File: config.mk
export PLATFORM = sky130hd
export DESIGN_NAME = button_debounce_hold_repeat_core
export DESIGN_NICKNAME = d
export VERILOG_FILES = /design/src/sv/bdhr_pkg.sv /design/src/sv/button_debounce_hold_repeat_core.sv /design/src/sv/bdhr_cfg.sv /design/src/sv/bdhr_engine.sv
export VERILOG_INCLUDE_DIRS = /design/src /design/src/sv
export SDC_FILE = /design/constraint.sdc
export NUM_CORES = 1
export LEC_CHECK = 0
export BUFFER_PORTS_ARGS = -buffer_cell sky130_fd_sc_hd__buf_4
export CORE_UTILIZATION = 44
export DETAILED_ROUTE_END_ITERATION = 10
export PLACE_DENSITY = 0.62
export SETUP_SLACK_MARGIN = 0.05
export SLEW_MARGIN = 20
export SYNTH_ARGS = -nofsm -noshare
export SYNTH_HDL_FRONTEND = slang
export SYNTH_SLANG_ARGS = --single-unit
File: constraint.sdc
create_clock -name clk_i -period 5.4 [get_ports clk_i]
set_input_delay 0.27 -clock clk_i [delete_from_list [all_inputs] [get_ports clk_i]]
set_output_delay 0.27 -clock clk_i [all_outputs]
set_load 0.01 [all_outputs]
File: src/sv/button_debounce_hold_repeat_core_macros.svh
// Assertion macros for the button debounce hold repeat core.
// Included by bdhr_engine, which checks its own state; no other dependencies.
`ifndef BUTTON_DEBOUNCE_HOLD_REPEAT_CORE_MACROS_SVH
`define BUTTON_DEBOUNCE_HOLD_REPEAT_CORE_MACROS_SVH

`ifndef SYNTHESIS
`define BDHR_ASSERT_IMPLIES(label, clk, rst_n, ante, cons) \
  label: assert property (@(posedge clk) disable iff (!rst_n) (ante) |-> (cons)) \
    else $error("bdhr check failed");
`define BDHR_ASSERT_NEXT(label, clk, rst_n, ante, cons) \
  label: assert property (@(posedge clk) disable iff (!rst_n) (ante) |=> (cons)) \
    else $error("bdhr check failed");
`else
`define BDHR_ASSERT_IMPLIES(label, clk, rst_n, ante, cons)
`define BDHR_ASSERT_NEXT(label, clk, rst_n, ante, cons)
`endif

`endif

File: src/sv/bdhr_pkg.sv
// Shared types and constants for the button debounce hold repeat core.
// No dependencies.
`default_nettype none
package bdhr_pkg;

  localparam int CfgIdxW  = 3;
  localparam int CfgDataW = 15;

  localparam logic [CfgIdxW-1:0] RegDebounce      = 3'd0;
  localparam logic [CfgIdxW-1:0] RegHold          = 3'd1;
  localparam logic [CfgIdxW-1:0] RegRepeat        = 3'd2;
  localparam logic [CfgIdxW-1:0] RegPressOnPress  = 3'd3;
  localparam logic [CfgIdxW-1:0] RegReleaseAlways = 3'd4;
  localparam logic [CfgIdxW-1:0] RegActiveLow     = 3'd5;

  localparam logic [7:0]  DebounceReset = 8'd50;
  localparam logic [14:0] HoldReset     = 15'd500;
  localparam logic [14:0] RepeatReset   = 15'd100;

  typedef enum logic [2:0] {
    EV_NONE    = 3'd0,
    EV_PRESS   = 3'd1,
    EV_HOLD    = 3'd2,
    EV_REPEAT  = 3'd3,
    EV_RELEASE = 3'd4
  } event_e;

  typedef struct packed {
    logic [7:0]  debounce_ms;
    logic [14:0] hold_ms;
    logic [14:0] repeat_ms;
    logic        press_on_press;
    logic        release_always;
    logic        active_low;
  } cfg_t;

  typedef struct packed {
    event_e code;
    logic   pressed;
    logic   holding;
  } result_t;

endpackage
`default_nettype wire

File: src/sv/button_debounce_hold_repeat_core.sv
// A poll word lands in the input register when accepted; its result word is valid from
// the result register once it advances. One poll word per cycle while the output is not stalled.
// The per-poll decision is combinational: three parallel time subtracts with compares.
// Reset (async, active low) clears both pipeline valids and the debounce/hold state,
// and loads the configuration registers with their default values.
// Depends on bdhr_pkg, bdhr_cfg and bdhr_engine.
`default_nettype none
module button_debounce_hold_repeat_core #(
  parameter int TIME_BITS = 32
) (
  input  wire logic                          clk_i,
  input  wire logic                          rst_ni,
  input  wire logic                          in_valid_i,
  output logic                               in_stall_o,
  input  wire logic                          pin_level_i,
  input  wire logic [31:0]                   now_ms_i,
  output logic                               out_valid_o,
  input  wire logic                          out_stall_i,
  output logic [2:0]                         event_code_o,
  output logic                               pressed_now_o,
  output logic                               holding_now_o,
  input  wire logic                          cfg_valid_i,
  output logic                               cfg_ready_o,
  input  wire logic [bdhr_pkg::CfgIdxW-1:0]  cfg_index_i,
  input  wire logic [bdhr_pkg::CfgDataW-1:0] cfg_wdata_i
);

  bdhr_pkg::cfg_t    cfg;
  bdhr_pkg::result_t res, res_q;

  logic        in_valid_q, out_valid_q;
  logic        pin_q;
  logic [31:0] now_q;
  logic        adv, fire;

  assign adv         = !out_valid_q || !out_stall_i;
  assign fire        = in_valid_q && adv;
  assign in_stall_o  = in_valid_q && !adv;
  assign cfg_ready_o = 1'b1;

  bdhr_cfg u_cfg (
    .clk_i       (clk_i),
    .rst_ni      (rst_ni),
    .cfg_valid_i (cfg_valid_i),
    .cfg_index_i (cfg_index_i),
    .cfg_wdata_i (cfg_wdata_i),
    .cfg_o       (cfg)
  );

  bdhr_engine #(
    .TIME_BITS (TIME_BITS)
  ) u_engine (
    .clk_i       (clk_i),
    .rst_ni      (rst_ni),
    .fire_i      (fire),
    .pin_level_i (pin_q),
    .now_i       (TIME_BITS'(now_q)),
    .cfg_i       (cfg),
    .result_o    (res)
  );

  always_ff @(posedge clk_i or negedge rst_ni) begin
    if (!rst_ni) begin
      in_valid_q  <= 1'b0;
      out_valid_q <= 1'b0;
    end else begin
      if (!in_stall_o) begin
        in_valid_q <= in_valid_i;
      end
      if (adv) begin
        out_valid_q <= in_valid_q;
      end
    end
  end

  always_ff @(posedge clk_i) begin
    if (in_valid_i && !in_stall_o) begin
      pin_q <= pin_level_i;
      now_q <= now_ms_i;
    end
    if (fire) begin
      res_q <= res;
    end
  end

  assign out_valid_o   = out_valid_q;
  assign event_code_o  = res_q.code;
  assign pressed_now_o = res_q.pressed;
  assign holding_now_o = res_q.holding;

endmodule
`default_nettype wire

File: src/sv/bdhr_cfg.sv
// Configuration register file for the button debounce hold repeat core.
// Depends on bdhr_pkg.
`default_nettype none
module bdhr_cfg (
  input  wire logic                          clk_i,
  input  wire logic                          rst_ni,
  input  wire logic                          cfg_valid_i,
  input  wire logic [bdhr_pkg::CfgIdxW-1:0]  cfg_index_i,
  input  wire logic [bdhr_pkg::CfgDataW-1:0] cfg_wdata_i,
  output bdhr_pkg::cfg_t                     cfg_o
);

  bdhr_pkg::cfg_t cfg_q;

  always_ff @(posedge clk_i or negedge rst_ni) begin
    if (!rst_ni) begin
      cfg_q.debounce_ms    <= bdhr_pkg::DebounceReset;
      cfg_q.hold_ms        <= bdhr_pkg::HoldReset;
      cfg_q.repeat_ms      <= bdhr_pkg::RepeatReset;
      cfg_q.press_on_press <= 1'b0;
      cfg_q.release_always <= 1'b0;
      cfg_q.active_low     <= 1'b1;
    end else if (cfg_valid_i) begin
      unique case (cfg_index_i)
        bdhr_pkg::RegDebounce:      cfg_q.debounce_ms    <= cfg_wdata_i[7:0];
        bdhr_pkg::RegHold:          cfg_q.hold_ms        <= cfg_wdata_i[14:0];
        bdhr_pkg::RegRepeat:        cfg_q.repeat_ms      <= cfg_wdata_i[14:0];
        bdhr_pkg::RegPressOnPress:  cfg_q.press_on_press <= cfg_wdata_i[0];
        bdhr_pkg::RegReleaseAlways: cfg_q.release_always <= cfg_wdata_i[0];
        bdhr_pkg::RegActiveLow:     cfg_q.active_low     <= cfg_wdata_i[0];
        default: ;
      endcase
    end
  end

  assign cfg_o = cfg_q;

endmodule
`default_nettype wire

File: src/sv/bdhr_engine.sv
// Debounce, hold and repeat state with the per-poll event decision.
// Depends on bdhr_pkg and button_debounce_hold_repeat_core_macros.svh.
`default_nettype none
`include "button_debounce_hold_repeat_core_macros.svh"
module bdhr_engine #(
  parameter int TIME_BITS = 32
) (
  input  wire logic                 clk_i,
  input  wire logic                 rst_ni,
  input  wire logic                 fire_i,
  input  wire logic                 pin_level_i,
  input  wire logic [TIME_BITS-1:0] now_i,
  input  wire bdhr_pkg::cfg_t       cfg_i,
  output bdhr_pkg::result_t         result_o
);

  logic                 stable_q, armed_q, holding_q, rep_q;
  logic [TIME_BITS-1:0] last_q, hst_q, rst_q;

  logic                 level, chg, acc, press_acc, rel_acc;
  logic [TIME_BITS-1:0] el_db, el_hold, el_rep;
  logic                 armed1, holding1, rep1;
  logic                 hs, rp;
  logic                 armed2, holding2, rep2;
  bdhr_pkg::event_e     edge_ev, ev;

  assign level     = pin_level_i ^ cfg_i.active_low;
  assign el_db     = now_i - last_q;
  assign el_hold   = now_i - hst_q;
  assign el_rep    = now_i - rst_q;
  assign chg       = level != stable_q;
  assign acc       = chg && (el_db > TIME_BITS'(cfg_i.debounce_ms));
  assign press_acc = acc && level;
  assign rel_acc   = acc && !level;

  always_comb begin
    edge_ev = bdhr_pkg::EV_NONE;
    if (press_acc && cfg_i.press_on_press) begin
      edge_ev = bdhr_pkg::EV_PRESS;
    end else if (rel_acc) begin
      if (holding_q || cfg_i.release_always) begin
        edge_ev = bdhr_pkg::EV_RELEASE;
      end else if (!cfg_i.press_on_press) begin
        edge_ev = bdhr_pkg::EV_PRESS;
      end
    end
  end

  assign armed1   = press_acc | (armed_q & ~rel_acc);
  assign holding1 = holding_q & ~rel_acc;
  assign rep1     = rep_q & ~rel_acc;

  assign hs = level && armed1 &&
              (press_acc ? (cfg_i.hold_ms == '0) : (el_hold >= TIME_BITS'(cfg_i.hold_ms)));
  assign armed2   = armed1 & ~hs;
  assign holding2 = holding1 | hs;
  assign rep2     = rep1 | hs;
  assign rp = level && rep2 &&
              (hs ? (cfg_i.repeat_ms == '0) : (el_rep >= TIME_BITS'(cfg_i.repeat_ms)));

  always_comb begin
    priority if (rp) begin
      ev = bdhr_pkg::EV_REPEAT;
    end else if (hs) begin
      ev = bdhr_pkg::EV_HOLD;
    end else begin
      ev = edge_ev;
    end
  end

  assign result_o = '{code: ev, pressed: armed2 | holding2, holding: holding2};

  always_ff @(posedge clk_i or negedge rst_ni) begin
    if (!rst_ni) begin
      stable_q  <= 1'b0;
      armed_q   <= 1'b0;
      holding_q <= 1'b0;
      rep_q     <= 1'b0;
      last_q    <= '0;
      hst_q     <= '0;
      rst_q     <= '0;
    end else if (fire_i) begin
      armed_q   <= armed2;
      holding_q <= holding2;
      rep_q     <= rep2;
      if (acc) begin
        stable_q <= level;
      end
      if (chg) begin
        last_q <= now_i;
      end
      if (press_acc) begin
        hst_q <= now_i;
      end
      if (hs || rp) begin
        rst_q <= now_i;
      end
    end
  end

  `BDHR_ASSERT_IMPLIES(a_armed_xor_hold, clk_i, rst_ni, armed_q, !holding_q)
  `BDHR_ASSERT_IMPLIES(a_repeat_tracks_hold, clk_i, rst_ni, 1'b1, rep_q == holding_q)
  `BDHR_ASSERT_IMPLIES(a_pressed_is_stable, clk_i, rst_ni, armed_q || holding_q, stable_q)
  `BDHR_ASSERT_NEXT(a_hold_sets_holding, clk_i, rst_ni, fire_i && ev == bdhr_pkg::EV_HOLD, holding_q)

endmodule
`default_nettype wire
; ---- Word-level counts from Yosys, hierarchy flattened
; Index checks and enable logic that the tools add are counted.
[totals]
rom_bits = 0
wordCells = 86
ff_bits = 181
output_inout_bits = 8
mem_count = 0
latchBits = 0
ramBits = 0
[classes]
mul = 0
div_mod_pow = 0
n_eq_ne = 6
magnitude_cmp = 3
mux = 7
bitwise_logic = 11
add_sub_neg = 3
n_shift = 0
n_reduce_logical = 34
[op_table]
columns = op, n
row1 = 32-bit subtractor, 3
row2 = 32-bit by 15-bit >= comparator with 1-bit output, 2
row3 = 32-bit by 8-bit > comparator with 1-bit output, 1
row4 = 15-bit zero test, 2
row5 = 2-bit AND reduction, 10
row6 = 1-bit logical AND, 11
row7 = "3-bit by 2-bit == test with 1-bit output, second input constant", 2
row8 = "3-bit == test, second input constant", 2
row9 = 1-bit zero test, 5
row10 = 1-bit AND, 4
row11 = 1-bit 2-to-1 mux, 4
row12 = 2-bit 2-to-1 mux, 2
row13 = 1-bit bitwise OR, 4
row14 = 4-bit OR reduction, 1
row15 = "3-bit by 1-bit == test with 1-bit output, second input constant", 1
row16 = 3-bit zero test, 1
row17 = 1-bit logical OR, 3
row18 = 3-bit 2-to-1 mux, 1
row19 = 1-bit inverter, 2
row20 = 2-bit OR reduction, 1
row21 = 1-bit inequality test, 1
row22 = 1-bit XOR, 1

; ---- Depth between registers and ports, before layout
; Gate-level depths: netlist (run 1).
[logic_depth]
word_depth = 14
depth_mapped = 24
ltp_nobuf = 23

; ---- Hierarchy
; A second synthesis (run 1) with hierarchy kept.
[unflattened]
hier_cells = 1488
area_unflattened_um2 = 13870.8
[by_module_without_submodules]
columns = mod, area_per_inst_um2, instances, cells_each
row1 = bdhr_engine, 10990.5, 1, 1348
row2 = bdhr_cfg, 1635.3, 1, 92
row3 = button_debounce_hold_repeat_core, 1244.9, 1, 48

; ---- Worst setup path after synthesis (run 1)
; Ideal clock, no wire load.
[synth_path]
kind = register -> register
start = reg now_q[4]
end = reg u_engine.rst_q[10]
period_less_slack_ps = 5502
stages_incl_launch_ff = 19
required_ps = 5275
n_path_buf = 1
setup_slack_ps = -102
arrival_ps = 5376
path_cell_list = edfxtp_1 ha_1 a21o_1 a31o_2 nor2_1 o21ai_0 xor2_1 ha_1 nand4_1 and3b_1 or4_1 or4_1 or4_1 or4_1 o31a_1 mux2i_4 a21boi_2 buf_6 mux2_4
[synth_between]
elab_chain_cells = 14
[synth_lines]
columns = element, line
row1 = "start, declared", button_debounce_hold_repeat_core.sv:33  ; logic [31:0] now_q;
row2 = "start signal, assigned", button_debounce_hold_repeat_core.sv:79  ; now_q <= now_ms_i;
row3 = 32-bit subtractor, bdhr_engine.sv:28  ; assign el_db = now_i - last_q;
row4 = 32-bit by 8-bit > comparator with 1-bit output, bdhr_engine.sv:32  ; assign acc = chg && (el_db > TIME_BITS'(cfg_i.debounce_ms));
row5 = 1-bit logical AND, bdhr_engine.sv:32
row6 = 1-bit logical AND, bdhr_engine.sv:34  ; assign rel_acc = acc && !level;
row7 = 1-bit inverter (no line), n/a
row8 = 1-bit AND, bdhr_engine.sv:49  ; assign armed1 = press_acc | (armed_q & ~rel_acc);
row9 = 1-bit bitwise OR, bdhr_engine.sv:49
row10 = 1-bit logical AND (2 in a row), bdhr_engine.sv:53  ; assign hs = level && armed1 &&
row11 = 1-bit bitwise OR, bdhr_engine.sv:57  ; assign rep2 = rep1 | hs;
row12 = 1-bit logical AND (2 in a row), bdhr_engine.sv:58  ; assign rp = level && rep2 &&
row13 = 1-bit logical OR (*), bdhr_engine.sv:95  ; if (hs || rp) begin
row14 = 2-bit AND reduction (no line) (*), n/a
row15 = "end signal, assigned", bdhr_engine.sv:96  ; rst_q <= now_i;
row16 = "end, declared", bdhr_engine.sv:18  ; logic [TIME_BITS-1:0] last_q, hst_q, rst_q;
; Mark *: on every way between the ends. The rest lies on a longest branch, timed or not.
; A chain may end at the register's enable or synchronous reset.

; ---- Worst setup path after layout (run 1)
[layout_path]
start = reg now_q[1]
end = reg u_engine.rst_q[21]
; The elaborated chain is that of the path after synthesis.

==> results.cfg, run 1 <==
[status]
status = finished clean

[critical_path]
r2r_end = u_engine.rst_q[21]
crit_type = reg2reg
critPathRequiredTime_ps = 5730
startpoint_type = flop
worst_ep_arrival_time_ps = 5720
crit_fanout = 7
cp_slowest_cell = or4_1
setup.worst_path.end = u_engine.rst_q[21]
max_stage_delay_ps = 490
rrSetupSlack_ps = 4
worstPathCellList = ha_1, nor2b_4, o2111a_1, nor2_4, o21ai_2, xor2_1, ha_1, nand4_1, and3b_2, or4_1, or4_1, or4_4, or4_4, o31a_1, mux2i_4, a21boi_4, buf_6, buf_12, mux2_4
worstSetupEndpointType = flop
worstReg2RegStart = now_q[1]
cp-startpoint = now_q[1]
reg2reg_depth = 19

[timing]
min_period_ps = 5400
finClkSkew_ps = 11.3
final_max_slew_viol_count = 0
grt_setup_unrepaired = yes
period_share_pct = 99.9
slew_headroom_pct = 36.5
setup_viol = 0
tns_ps = 0
fmax_ghz = 0.185
worst_pin_slew_ps = 952
timing.hold.ws_ps = 35.3
hold_violations = 0

[synth]
ys_async_sr_fraction_pct = 79.0
syn_inst = 1539
synth_nets = 1729
syn_area_per_cell_um2 = 8.76
synth_flop_cell = dfrtp_1
synth-seq-cells = 181
synth_area_um2 = 13500
synth.distinct_cells = 75
yosysWarnings = 0
synth_edf_count = 38
ys_seq_area_share_pct = 35.1

[global_routing]
grt_max_degree = 98
groute.usage.overall_pct = 24.3
grt_pass1_vias = 11300
antenna_found_initial = 0
overflow = 0
grt_pass1_wl_um = 58700

[final_layout]
nFillCells = 2706
drive_gt1_share_pct = 19.0
diodes = 0
multi_input_area_um2 = 8120
final_nets = 1904
layout_common_cells = buf_4, nand2_1, inv_1, o21ai_0, dfrtp_1
syn2layout_area_growth_pct = 21.5
postLayoutCoreUtil_pct = 54.8
final_common_cell = buf_4
seq_area_um2 = 4740

[power_and_ir_drop]
power_leakage_uw = 0.00731
power.density_nw_per_um2 = 575
p_comb_share_pct = 64.5
p_seq_share_pct = 22.2
ir_drop_mv = 0.280
power.internal_uw = 5260
power.switching_uw = 4150
p_clk_share_pct = 13.3
power.share.switching_pct = 44.1

[clocking]
path_clk_slew_ps = 70
cts_buffer_depth = 2
h-tree-depth = 4
clock-root-buffer = clkbuf_16
cts_sinks = 181
cts_tree = done
clock_latency_ps = 450
cts_inserted_buffers = 17

[die]
rows = 63
die-area_um2 = 31300
io_pins = 64
die_w_um = 177
die_h_um = 177
initial_utilization_pct = 45.1
core_um2 = 29900

[drt]
drc = 0
antenna_left = 0
dr_total_vias = 11700
viasPerCell = 5.54
drt-total-wl_um = 37400
drt_iter0_drc = 716
post_drt_wl_per_cell_um = 17.6
dr.pass1.iters = 5

[job]
drv_cap = 0

[placed_design]
port_buffers = 62
routabilityCongestion = 0.881
dp_hpwl_um = 29000

[min_path]
min_path_type = in2reg
[per-stage QoR]
step	area [um^2]	power, uW	setup WS (ps)	instances
detailed placement	15000	7860	-231	2031
global route	16400	10200	-148	2117
global placement	15000	7780	-180	2031
floorplan	13500	6270	74.1	1539
finish	16400	9420	3.85	2117
CTS	16100	9260	14.9	2107
[registers in the layout, indices dropped and copies added (netlist names), 3 cells and up]
register / cells
u_cfg.cfg_o: 41
now_q: 32
u_engine.hst_q: 32
u_engine.last_q: 32
u_engine.rst_q: 32
event_code_o: 3
[worst min path at each step]
stage | from | depth (start not counted) | end
after floorplan | rst_ni | 0 | in_valid_q
after global placement | rst_ni | 1 | u_cfg.cfg_o[4]
after detailed placement | rst_ni | 1 | u_cfg.cfg_o[4]
after CTS | cfg_wdata_i[8] | 3 | u_cfg.cfg_o[11]
after global routing | cfg_wdata_i[13] | 3 | u_cfg.cfg_o[31]
final | in_valid_i | 2 | in_valid_q
[synth_stat cells, types with 10 or more instances]
master	number	area [um^2]
a211oi_1	12	90.1
a21o_1	32	240
a21oi_1	105	526
a31oi_1	15	93.8
clkbuf_1	44	165
dfrtp_1	130	3250
dfstp_2	13	342
edfxtp_1	38	1140
ha_1	131	1640
inv_1	164	616
mux2_2	11	124
mux2_4	29	435
nand2_1	182	683
nand2b_1	16	100
nand3_1	26	130
nand4_1	30	188
nor2_1	67	251
nor2b_1	20	125
nor3_1	28	140
nor4_1	14	87.6
o211ai_1	10	75.1
o21a_1	17	128
o21ai_0	155	776
o21bai_1	10	75.1
or4_1	11	82.6
xnor2_1	43	377
xor2_1	22	193
[routing by layer]
metal	global-route usage (%)	wire length (um)	vias to the layer above
met3	3.18	1460	45
met2	39.5	17300	279
met4	7.40	792	0
li1	-	-	5850
met5	0	0	-
met1	33.4	17900	5547
[worst max-delay path: cells and delay by family (launching register included)]
family | cells | cell delay [ps]
simple gates | 8 | 2340
compound gates | 4 | 870
fa+ha+maj | 2 | 630
mux | 2 | 520
flops | 1 | 450
buf+inv | 2 | 290
xor+xnor | 1 | 150
[cell families after synthesis]
group           count (synthesis)  synth area share (%)
simple gates                  433                  15.4
mux                            51                  5.08
other cells                     1                0.0278
flops                         181                  35.1
fa+ha+maj                     134                  12.6
buf+inv                       223                  6.57
xor+xnor                       66                  4.43
compound gates                450                  20.8
[power groups by stage]
| stage | registers (uW) | clock network [uW] | logic (uW) |
|---|---|---|---|
| after CTS | 2090 | 1280 | 5890 |
| after global routing | 2140 | 1330 | 6730 |
| after global placement | 2100 | 0 | 5690 |
| after floorplan | 2060 | 0 | 4210 |
| final | 2090 | 1250 | 6070 |
| after detailed placement | 2110 | 0 | 5740 |
[cell type report]
cell class / instances / area share, %
tap: 390 / 2.98
clock inverter: 9 / 0.557
inverter: 164 / 3.76
multi-input combinational: 1135 / 49.6
clock buffer: 23 / 3.05
sequential: 181 / 28.9
timing repair buffer: 215 / 11.2
[repair_timing]
item                                   CTS  global route
hold buffers                            34             0
buffers inserted                         8             9
endpoints found under the hold margin  116             0
setup endpoints to repair               50            38
gates cloned                             2             2
resized for setup                       22            45
pin swaps                               13            17
Note: power is estimated with default switching activity, not from simulation.
==> run 2, diff against run 1 <==
--- a/config.mk
+++ b/config.mk
@@ -6,10 +6,11 @@
 export SDC_FILE = /design/constraint.sdc
 export NUM_CORES = 1
 export LEC_CHECK = 0
+export ABC_AREA = 1
 export BUFFER_PORTS_ARGS = -buffer_cell sky130_fd_sc_hd__buf_4
 export CORE_UTILIZATION = 44
 export DETAILED_ROUTE_END_ITERATION = 10
-export PLACE_DENSITY = 0.62
+export PLACE_DENSITY = 0.61
 export SETUP_SLACK_MARGIN = 0.05
 export SLEW_MARGIN = 20
 export SYNTH_ARGS = -nofsm -noshare
==> results.cfg, run 2 <==
[synth]
synth_area_um2 = 14900
ys_seq_area_share_pct = 31.7
muxShareOfSynthArea_pct = 0
yosys.area_share.simple_pct = 31.7
synth_flop_cell = dfrtp_1
synth.distinct_cells = 49
synth_fa_ha_area_share_pct = 11.4
yosysMostFrequentCell = nand2_1
synth_top_area_share_pct = 21.8
synth_top_family_by_area = simple AND/OR/NAND/NOR gates
syn_area_per_cell_um2 = 6.60
yosysWarnings = 0
synth_edf_count = 38
synth_nets = 2456
synth-xor-area-share_pct = 2.58
synth-seq-cells = 181
syn_inst = 2266
yosysTopAreaCell = dfrtp_1
synth_area_leaders = dfrtp_1, nand2_1, inv_1, ha_1, edfxtp_1
synth_compound_area_share_pct = 10.1
ys_top_cells_by_count = nand2_1, inv_1, nor2_1, o21ai_0, ha_1
ys_async_sr_fraction_pct = 79.0

[global_routing]
grt_pass1_vias = 13300
grt_max_degree = 94
antenna_found_initial = 1
overflow = 0
groute.usage.overall_pct = 26.0
grt_pass1_wl_um = 70700

[status]
status = finished clean

[clocking]
cts_buffer_depth = 2
cts_inserted_buffers = 17
h-tree-depth = 4
clock_latency_ps = 450
cts_tree = done
path_clk_slew_ps = 70
cts_resized = 0
postCtsSetupBuffers = 0
cts_sinks = 181
clock-root-buffer = clkbuf_16

[timing]
period_share_pct = 83.1
worst_pin_slew_ps = 924
fmax_ghz = 0.223
min_period_ps = 4490
final_max_slew_viol_count = 0
slew_headroom_pct = 38.2
finClkSkew_ps = 11.2
grt_setup_unrepaired = no
setup_viol = 0
hold_violations = 0
tns_ps = 0

[power_and_ir_drop]
ir_drop_mv = 0.250
power.density_nw_per_um2 = 565
power_uw = 9410
power_leakage_uw = 0.00919

[final_layout]
largest_register_ffs = 41
nFillCells = 3387
diodes = 0
syn2layout_area_growth_pct = 11.3
seq_area_um2 = 4740
final_common_cell = nand2_1
multi_input_area_um2 = 8340
final_nets = 2534
final_cell_area_um2 = 16600
drive_gt1_share_pct = 7.04
layout_common_cells = nand2_1, inv_1, nor2_1, o21ai_0, ha_1

[critical_path]
cp_slowest_cell = fa_1
critPathRequiredTime_ps = 5780
crit_path_frequent_cell = nand2_1
crit_fanout = 32
r2r_end = u_engine.rst_q[31]
rrSetupSlack_ps = 910
worst_ep_arrival_time_ps = 4860
crit_type = reg2reg
worstReg2RegStart = now_q[0]
max_stage_delay_ps = 440
reg2reg_depth = 29
startpoint_type = flop
worstSetupEndpointType = flop

[placed_design]
dp_hpwl_um = 36300
routabilityCongestion = 0.914
place_area_um2 = 15800
port_buffers = 62

[drt]
antenna_left = 0
viasPerCell = 4.99
post_drt_wl_per_cell_um = 15.8
drt_iter0_drc = 909
drc = 0
dr_total_vias = 14000
drt-total-wl_um = 44300
dr.pass1.iters = 5

[die]
rows = 67
die_h_um = 186
die_w_um = 186
io_pins = 64
core_um2 = 33400
die-area_um2 = 34700
initial_utilization_pct = 44.7

[min_path]
min_from = now_ms_i[3]
min_path_type = in2reg
whs_path_depth = 1
worstHoldEndpoint = now_q[3]

[job]
drv_cap = 0
## run 2: cell types whose count changed in the layout (fill, tap and decap cells not counted), sizes merged, moves of 33 or more
cell   previous run  this run
mux2             42         0
inv             168       458
nand3            26       114
nor2             67       160
nand2           182       790
xnor2            44        11
buf             179        67
## run 2: layout make-up
cell class	count	area share, %
multi-input combinational	1598	50.1
sequential	181	28.5
clock buffer	20	2.68
inverter	454	10.2
clock inverter	12	0.571
timing repair buffer	92	4.55
tap	448	3.37
## run 2: per-layer routing
layer	global-route usage [%]	routed length, um
met3	2.65	1910
met4	9.28	1300
met1	37.8	21900
met5	0	0
met2	40.0	19200
## run 2: through the flow
step | worst slack [ps] | utilization (%) | instances | hold slack (ps)
3_5_place_dp | 950 | 47.4 | 2748 | 424
5_1_grt | 408 | 49.8 | 2805 | 1.57
2_1_floorplan | 1830 | - | 2266 | -25.6
4_1_cts | 919 | 49.7 | 2804 | 3.95
3_3_place_gp | 944 | 47.4 | 2748 | 411
6_report | 913 | 49.8 | 2805 | 20.1
## run 2: what timing repair did
item / 4_1_cts / 5_1_grt
endpoints found under the hold margin: 102 / 1
endpoints found under the setup margin: 0 / 0
hold buffers: 24 / 1
## run 2: kinds of logic after synthesis
group,after synthesis
AOI/OAI and AO/OA,282
xor gates and xnor gates,44
adders and majority gates,134
buffers and inverters,487
DFF,181
other,1
and+or+nand+nor,1137
## run 2: how the worst max path moves through the flow
stage                         from  cells past startpoint  slack [ps]                  to
after floorplan           now_q[0]                     26        1830  u_engine.rst_q[25]
after global placement    now_q[3]                     30         940  u_engine.rst_q[31]
after detailed placement  now_q[0]                     29         950  u_engine.rst_q[13]
after CTS                 now_q[3]                     30         920  u_engine.rst_q[13]
after global routing      now_q[1]                     31         410  u_engine.rst_q[31]
final                     now_q[0]                     29         910  u_engine.rst_q[31]
## run 2: critical path, delay by kind of cell, from the launching register on
kind	cells	cell delay (ps)
buf+inv	5	530
fa+ha+maj	3	940
xor+xnor	1	290
simple gates	20	2220
flops	1	400
## run 2: power by group
part           switching, uW  internal [uW]  leakage, uW
Combinational           3900           2130      0.00680
Sequential               318           1870      0.00212
Clock                    581            609     0.000262
Total                   4800           4610      0.00919
==> run 3, diff against run 2 <==
==> constraint.sdc (replaced) <==
create_clock -name clk_i -period 3.73 [get_ports clk_i]
set_input_delay 0.1865 -clock clk_i [delete_from_list [all_inputs] [get_ports clk_i]]
set_output_delay 0.1865 -clock clk_i [all_outputs]
set_load 0.01 [all_outputs]
==> results.cfg, run 3 (same netlist as run 2, synthesis figures left out) <==
[critical_path]
startpoint_type = flop
worstReg2RegStart = now_q[4]
rrSetupSlack_ps = -100
crit_fanout = 6
cp-startpoint = now_q[4]
critPathRequiredTime_ps = 4060
r2r_end = u_engine.rst_q[23]
reg2reg_depth = 25
cp_slowest_cell = edfxtp_1
crit_type = reg2reg
max_stage_delay_ps = 380
worst_ep_arrival_time_ps = 4160
worstSetupEndpointType = flop

[final_layout]
drive_gt1_share_pct = 15.4
final_nets = 2688
nFillCells = 3315
seq_area_um2 = 4740
instances_no_fill = 2959
final_common_cell = nand2_1
diodes = 0
largest_register_ffs = 41
multi_input_area_um2 = 8730
layout_common_cells = nand2_1, inv_1, buf_4, nor2_1, o21ai_0
syn2layout_area_growth_pct = 23.1
final_cell_area_um2 = 18400

[drt]
viasPerCell = 4.99
post_drt_wl_per_cell_um = 15.6
antenna_left = 0
drt-total-wl_um = 46100
drc = 0
dr_total_vias = 14800
dr.pass1.iters = 5
drt_iter0_drc = 978

[global_routing]
grt_pass1_wl_um = 73600
antenna_found_initial = 0
grt_max_degree = 87
grt_pass1_vias = 14300
groute.usage.overall_pct = 27.0
overflow = 0

[clocking]
h-tree-depth = 4
clock-root-buffer = clkbuf_16
path_clk_slew_ps = 80
clock_latency_ps = 440
cts_tree = done
cts_buffer_depth = 2
cts_inserted_buffers = 17
cts_sinks = 181

[timing]
setup_viol = 34
final_max_slew_viol_count = 0
period_share_pct = 103
finClkSkew_ps = 12.3
worst_pin_slew_ps = 895
min_period_ps = 3830
setup_ws_ps = -99.3
hold_violations = 0
grt_setup_unrepaired = yes
fmax_ghz = 0.261
slew_headroom_pct = 40.2

[placed_design]
port_buffers = 62
place_area_um2 = 16900
pre_cts_ws_ps = -217
routabilityCongestion = 0.920
dp.cells = 2874
dp_hpwl_um = 37300

[status]
status = finished with violations
violations = setup timing

[min_path]
worstHoldEndpoint = u_cfg.cfg_o[26]
whs_path_depth = 3
min_path_type = in2reg
min_from = cfg_wdata_i[8]

[die]
die-area_um2 = 34700
die_h_um = 186
die_w_um = 186
core_um2 = 33400
initial_utilization_pct = 44.7
rows = 67
io_pins = 64

[power_and_ir_drop]
power.density_nw_per_um2 = 829
ir_drop_mv = 0.385
power_uw = 15300
power_leakage_uw = 0.0100

[job]
drv_cap = 0
-- run 3: cell count changes in the layout (fill, tap and decap cells not counted), moves of 8 or more --
cell           before  now
buf_4              66  193
buf_6               1    9
dlygate4sd3_1      25   36
ha_1              131  119
ha_4                0    8
nand2_1           752  723
nand2_2            34   48
nand2_4             4   18
nor2_1            155  144
nor2_2              3   14
-- run 3: worst max-delay path: cells and delay by family, from the launching register on --
family                   cells  cell delay, ps
XOR/XNOR                     1             170
buffers and inverters        6             790
AND/OR/NAND/NOR             11             910
adder cells (fa/ha/maj)      2             550
flip-flops                   1             380
AO/OA/AOI/OAI                5             890
-- run 3: repair_timing --
action                                 CTS  global route
hold buffers                            36             0
gates resized for setup                 38            72
endpoints found under the hold margin  107             0
setup endpoints to repair               34            72
setup buffers                            4            12
pin swaps                               13            25
cloned                                   2             1
-- run 3: worst max path at each step --
stage                    endpoint  depth (start not counted)
6_report       u_engine.rst_q[23]                         25
5_1_grt        u_engine.rst_q[10]                         30
4_1_cts        u_engine.rst_q[11]                         31
3_5_place_dp   u_engine.rst_q[27]                         27
3_3_place_gp   u_engine.rst_q[31]                         29
2_1_floorplan  u_engine.rst_q[25]                         26
-- run 3: metal layers --
| metal | share of wire (%) | global-route usage, % | vias up |
|---|---|---|---|
| li1 | - | - | 7552 |
| met1 | 50 | 38.8 | 6858 |
| met2 | 45 | 43.2 | 318 |
| met3 | 3.4 | 2.24 | 52 |
| met4 | 2.0 | 7.95 | 0 |
| met5 | 0 | 0 | - |
-- run 3: power breakdown --
| group | internal (uW) | total (uW) | switching [uW] |
|---|---|---|---|
| Clock | 905 | 1780 | 877 |
| Combinational | 4130 | 10300 | 6130 |
| Sequential | 2710 | 3220 | 505 |
| Total | 7740 | 15300 | 7520 |
-- run 3: through the flow --
stage	setup TNS [ps]	utilization, %	hold slack, ps
6_report	-2560	55.0	25.9
3_5_place_dp	-6050	50.4	311
5_1_grt	-13820	55.0	43.4
2_1_floorplan	0	-	-109
3_3_place_gp	-4930	50.4	298
4_1_cts	-2350	53.9	7.01
-- run 3: final cells by class --
| class | instances | area share [%] |
|---|---|---|
| clock buffers | 18 | 2.39 |
| clock inverters | 14 | 0.721 |
| inverters | 454 | 9.26 |
| multi-input cells | 1598 | 47.5 |
| flip-flops and latches | 181 | 25.7 |
| well taps | 448 | 3.05 |
| repair buffers | 246 | 11.4 |
